===== config.mk =====
export PLATFORM = sky130hd
export DESIGN_NAME = fip_round_cell
export DESIGN_NICKNAME = d
export VERILOG_FILES = /design/src/rtl/core/fip_pkg.sv /design/src/rtl/core/fip_round_cell.sv
export SDC_FILE = /design/constraint.sdc
export NUM_CORES = 2
export LEC_CHECK = 0
export ABC_AREA = 1
export BUFFER_PORTS_ARGS = -buffer_cell sky130_fd_sc_hd__buf_2
export CAP_MARGIN = 20
export CORE_ASPECT_RATIO = 1.25
export CORE_UTILIZATION = 55
export CTS_CLUSTER_DIAMETER = 30
export DETAILED_ROUTE_END_ITERATION = 10
export GPL_TIMING_DRIVEN = 1
export MAX_ROUTING_LAYER = met4
export PLACE_DENSITY = 0.71
export SLEW_MARGIN = 30
export SYNTH_ARGS = -nofsm -noshare
export SYNTH_HDL_FRONTEND = slang
export SYNTH_SLANG_ARGS = --single-unit

===== constraint.sdc =====
create_clock -name i_clk -period 15.6 [get_ports i_clk]
set_input_delay 2.34 -clock i_clk [delete_from_list [all_inputs] [get_ports i_clk]]
set_output_delay 2.34 -clock i_clk [all_outputs]
set_load 0.005 [all_outputs]

===== src/rtl/core/fip_pkg.sv =====
// Package for the Feistel index permutation core.
// Holds widths, register codes, reset values, shared types and the key byte select.
// No dependencies.
package fip_pkg;

    localparam int unsigned CNT_W          = 7;   // holds a round count up to 127
    localparam int unsigned KEY_BYTES      = 16;
    localparam int unsigned DEF_MAX_ROUNDS = 16;
    localparam int unsigned MIX_SHIFT      = 16;
    localparam logic [31:0] MIX_MULT       = 32'h045d_9f3b;
    localparam int unsigned DATA_W         = 64;
    localparam int unsigned ADDR_W         = 5;

    localparam logic [1:0] REG_DOMAIN = 2'd0;
    localparam logic [1:0] REG_KEY_LO = 2'd1;
    localparam logic [1:0] REG_KEY_HI = 2'd2;
    localparam logic [1:0] REG_ROUNDS = 2'd3;

    localparam logic [31:0] RST_DOMAIN = 32'd65536;
    localparam logic [4:0]  RST_ROUNDS = 5'd4;

    typedef struct packed {
        logic [31:0]          domain;
        logic [31:0]          mask;
        logic [4:0]           half;
        logic [CNT_W-1:0]     cnt;
        logic [8*KEY_BYTES-1:0] key;
    } t_cfg;

    typedef struct packed {
        logic        op;
        logic [31:0] lh;
        logic [31:0] rh;
    } t_item;

    typedef struct packed {
        logic [31:0] num;
        logic [31:0] rem;
    } t_div;

    function automatic logic [7:0] key_byte(input logic [8*KEY_BYTES-1:0] key,
                                            input logic [3:0] idx);
        key_byte = key[8*idx +: 8];
    endfunction

endpackage


===== src/rtl/core/fip_round_cell.sv =====
// One Feistel round: three registered stages (premix and multiply, multiply, swap).
// Depends on fip_pkg.
module fip_round_cell
    import fip_pkg::*;
#(
    parameter int unsigned IDX = 0
) (
    input  logic  i_clk,
    input  logic  i_rst_n,
    input  logic  i_en,
    input  t_cfg  i_cfg,
    input  logic  i_valid,
    input  t_item i_item,
    output logic  o_valid,
    output t_item o_item
);

    localparam logic [CNT_W-1:0] CELL_IDX = CNT_W'(IDX);

    logic        r_v1, r_v2, r_v3;
    t_item       r_it1, r_it2, r_it3;
    logic        r_act1, r_act2;
    logic [31:0] r_p1, r_p2;

    logic             w_act;
    logic [CNT_W-1:0] w_round;
    logic [3:0]       w_kidx;
    logic [31:0]      w_d, w_x, w_y, w_f;
    t_item            n_it3;

    always_comb begin
        w_act   = CELL_IDX < i_cfg.cnt;
        w_round = i_item.op ? (i_cfg.cnt - CNT_W'(1) - CELL_IDX) : CELL_IDX;
        w_kidx  = w_round[3:0];
        w_d     = (i_item.op ? i_item.lh : i_item.rh) ^
                  {key_byte(i_cfg.key, w_kidx), key_byte(i_cfg.key, w_kidx + 4'd1), 16'h0};
        w_x     = (w_d >> MIX_SHIFT) ^ w_d;
        w_y     = (r_p1 >> MIX_SHIFT) ^ r_p1;
        w_f     = ((r_p2 >> MIX_SHIFT) ^ r_p2) & i_cfg.mask;
        n_it3   = r_it2;
        if (r_act2) begin
            if (r_it2.op) begin
                n_it3.rh = r_it2.lh;
                n_it3.lh = r_it2.rh ^ w_f;
            end else begin
                n_it3.lh = r_it2.rh;
                n_it3.rh = r_it2.lh ^ w_f;
            end
        end
    end

    always_ff @(posedge i_clk) begin
        if (!i_rst_n) begin
            r_v1 <= 1'b0;
            r_v2 <= 1'b0;
            r_v3 <= 1'b0;
        end else if (i_en) begin
            r_v1 <= i_valid;
            r_v2 <= r_v1;
            r_v3 <= r_v2;
        end
    end

    always_ff @(posedge i_clk) begin
        if (i_en) begin
            r_it1  <= i_item;
            r_act1 <= w_act;
            r_p1   <= w_x * MIX_MULT;
            r_it2  <= r_it1;
            r_act2 <= r_act1;
            r_p2   <= w_y * MIX_MULT;
            r_it3  <= n_it3;
        end
    end

    assign o_valid = r_v3;
    assign o_item  = r_it3;

endmodule


==> summary.md <==
| Metric | Value |
|---|---|
| Top cell by count, worst path | `inv_1` |
| Avg Inst Size Synth | `9.66 um2` |
| Max Freq | `77.6 MHz` |
| Yosys cell types | `59` |
| Total Neg Setup Slack | `0 ns` |
| Overall Global Routing Usage | `31.4%` |
| Latest clock arrival within the worst-skew pair | `0.54 ns` |
| Post-synth EDFFs | `261` |
| Largest net degree at the start of global routing | `89` |
| Share of layout cells above drive strength 1 | `12.0%` |
| Worst Max-Slew Pin Slew | `0.983 ns` |
| Critical path required time | `15.82 ns` |
| CP max-delay cell | `clkinv_1` |
| Placer Congestion | `1.09` |
| CP Capture Type | `register` |
| RSZ-0062 raised after global routing | `false` |
| First-pass GRT wire length | `132 mm` |
| Detailed-route DRC error count | `0` |
| Max Slew Vio Count | `0` |
| Mapped Area | `31400 um2` |
| DRT iter0 DRCs | `1484` |
| DRT Wirelength | `87.3 mm` |
| Synthesis-stage register bit count | `264` |
| Maxcap violations | `0` |
| Tcrit/Tclk final | `82.6%` |
| WL per Instance | `20.2 um` |
| Die Y | `269 um` |
| Area growth syn-to-layout | `11.8%` |
| Core area | `56200 um2` |
| CP Launch Type | `input port` |
| Io pins | `339` |
| Initial Utilization | `55.9%` |
| Reg-to-reg endpoint | `r_p2[31]` |
| Hold Crit Endpoint | `r_it2[10]` |
| Nets | `4579` |
| Syn. warnings | `0` |
| # rows | `97` |
| CTS buffer count | `37` |
| Post-Syn Nets | `4288` |
| Fillers | `4723` |
| Seq/Total Area, Yosys | `25.1%` |
| Hold-fix buffers, CTS | `0` |
| Reg2reg path depth | `21` |
| Hold wc startpoint | `r_it1[10]` |
| Final Hold Viols | `0` |
| TritonCTS clock tree | `built` |
| Outcome | `finished, final reports clean` |
| Data arrival time of the critical path | `13.11 ns` |
| Cells after Synth | `3252` |
| CTS Root Cell | `clkbuf_16` |
| Max Root-Sink Buffers | `3` |
| Kind of critical path | `in -> reg` |
| Most frequent cells in the layout | `inv_1 (819), nand2_1 (454), fa_1 (431)` |
| Clock Skews | `0.0229 ns` |
| Hold Crit Class | `reg -> reg` |
| Via Count | `23200` |
| Hold Crit Depth | `0` |
| PostCTS Resize Cnt | `0` |
| Avg Vias per Cell | `5.36` |
| Reg clk slew, reported paths | `0.06 ns` |
| Final setup fails | `0` |
| Routed Antenna Nets | `0` |
| Final min period | `12.89 ns` |
| Rel. slew slack | `34.3%` |
| # H-tree levels | `2` |
| Vias in the first global route | `23900` |
| TritonRoute pass-1 iters | `5` |
| PortBufs | `301` |
| Antenna violations before repair | `12` |
| Remaining global-route overflow | `0` |
| Chip Width | `216 um` |
| Setup bufs post-CTS | `0` |
| CP Max Fanout | `43` |
| CTS Sinks | `264` |
| Flop-to-flop setup slack | `8.51 ns` |
| Most common cell after layout, fill and taps aside | `inv_1` |
| Post-synth ARST share | `0%` |
| Top FF cell, synth | `edfxtp_1` |
| CP peak stage delay | `0.75 ns` |
| Worst r2r src | `r_p1[18]` |
| Dpl hpwl | `73.7 mm` |
| Die ar. | `58100 um2` |
==> logic make-up after synthesis <==
logic type	synth area share [%]
buffers and inverters	11.0
and+or+nand+nor	10.3
adders and majority gates	40.7
AOI/OAI and AO/OA	5.64
DFF	25.1
xor gates and xnor gates	6.58
muxes	0.649
==> cell usage after synthesis, types with 3 or more instances <==
library cell | instances | area share, %
o21ai_0 | 119 | 1.9
nand3_1 | 181 | 2.9
nand2_2 | 4 | 0.080
nor2_1 | 111 | 1.3
fa_1 | 431 | 27
a221oi_1 | 12 | 0.33
a31oi_1 | 4 | 0.080
buf_1 | 4 | 0.048
xor2_1 | 111 | 3.1
o211ai_1 | 7 | 0.17
o311ai_1 | 3 | 0.084
a32o_1 | 6 | 0.19
a211oi_1 | 3 | 0.072
mux2i_1 | 19 | 0.61
xor2_2 | 6 | 0.31
nor3_1 | 8 | 0.13
a21o_1 | 9 | 0.22
o21ai_1 | 11 | 0.18
nand2_1 | 454 | 5.4
or2_2 | 7 | 0.14
o22ai_1 | 8 | 0.16
xnor2_1 | 102 | 2.8
edfxtp_1 | 261 | 25
dfxtp_1 | 3 | 0.19
o21a_1 | 3 | 0.072
ha_1 | 332 | 13
nor4_1 | 3 | 0.060
inv_1 | 820 | 9.8
clkbuf_1 | 37 | 0.44
inv_2 | 8 | 0.096
buf_4 | 6 | 0.14
o311ai_0 | 4 | 0.11
a21oi_1 | 89 | 1.4
nand3_2 | 3 | 0.096
o31ai_1 | 4 | 0.096
buf_2 | 23 | 0.37
o21bai_1 | 6 | 0.14
==> per-layer routing <==
metal	share of wire (%)	global-route usage [%]	routed length [um]
met1	36	34.2	31300
met4	8.0	20.8	7010
met2	51	54.4	44700
met3	5.0	2.87	4360
met5	0	-	0
==> critical path, delay by kind of cell <==
family | cells | cell delay [ns]
buf+inv | 11 | 2.09
simple gates | 5 | 1.18
xor+xnor | 3 | 1.45
compound gates | 8 | 1.99
fa+ha+maj | 10 | 4.02
==> cell type report <==
| type | count | area [um2] | share of cell area [%] |
|---|---|---|---|
| clock inverters | 28 | 393 | 1.12 |
| multi-input cells | 2086 | 20100 | 57.2 |
| diodes | 13 | 32.5 | 0.0926 |
| repair buffers | 324 | 1700 | 4.85 |
| inverters | 830 | 3120 | 8.88 |
| clock buffers | 39 | 955 | 2.72 |
| flip-flops and latches | 264 | 7900 | 22.5 |
| well taps | 742 | 928 | 2.64 |
==> flip-flops by register name, indices dropped and copies added (netlist names) <==
| signal | flops |
|---|---|
| r_p2 | 32 |
| r_it2 | 64 |
| o_valid | 1 |
| r_p1 | 32 |
| r_act2 | 1 |
| r_v2 | 1 |
| r_act1 | 1 |
| r_v1 | 1 |
| o_item | 65 |
| r_it1 | 65 |
| n_it3 | 1 |
==> how the worst max path moves through the flow <==
stage	startpoint	to	cells past startpoint
after floorplan	i_cfg[128]	r_p1[28]	38
after global placement	i_cfg[128]	r_p1[31]	37
after detailed placement	i_cfg[128]	r_p1[31]	37
after CTS	i_cfg[128]	r_p1[31]	37
after global routing	i_cfg[128]	r_p1[31]	37
final	i_cfg[128]	r_p1[31]	37
==> through the flow <==
step | cell area, um2 | utilization, % | hold slack (ns) | std cells | setup WS [ns]
after floorplan | 31400 | - | 0.400 | 3252 | 4.67
after global placement | 33700 | 60.0 | 0.401 | 4245 | 2.36
after detailed placement | 33700 | 60.0 | 0.405 | 4245 | 2.27
after CTS | 35100 | 62.4 | 0.408 | 4312 | 2.79
after global routing | 35100 | 62.5 | 0.416 | 4325 | 2.17
final | 35100 | 62.5 | 0.411 | 4326 | 2.71
Power is not shown: default switching activity piles up to over one toggle a cycle in this logic, so the estimate is an artifact.
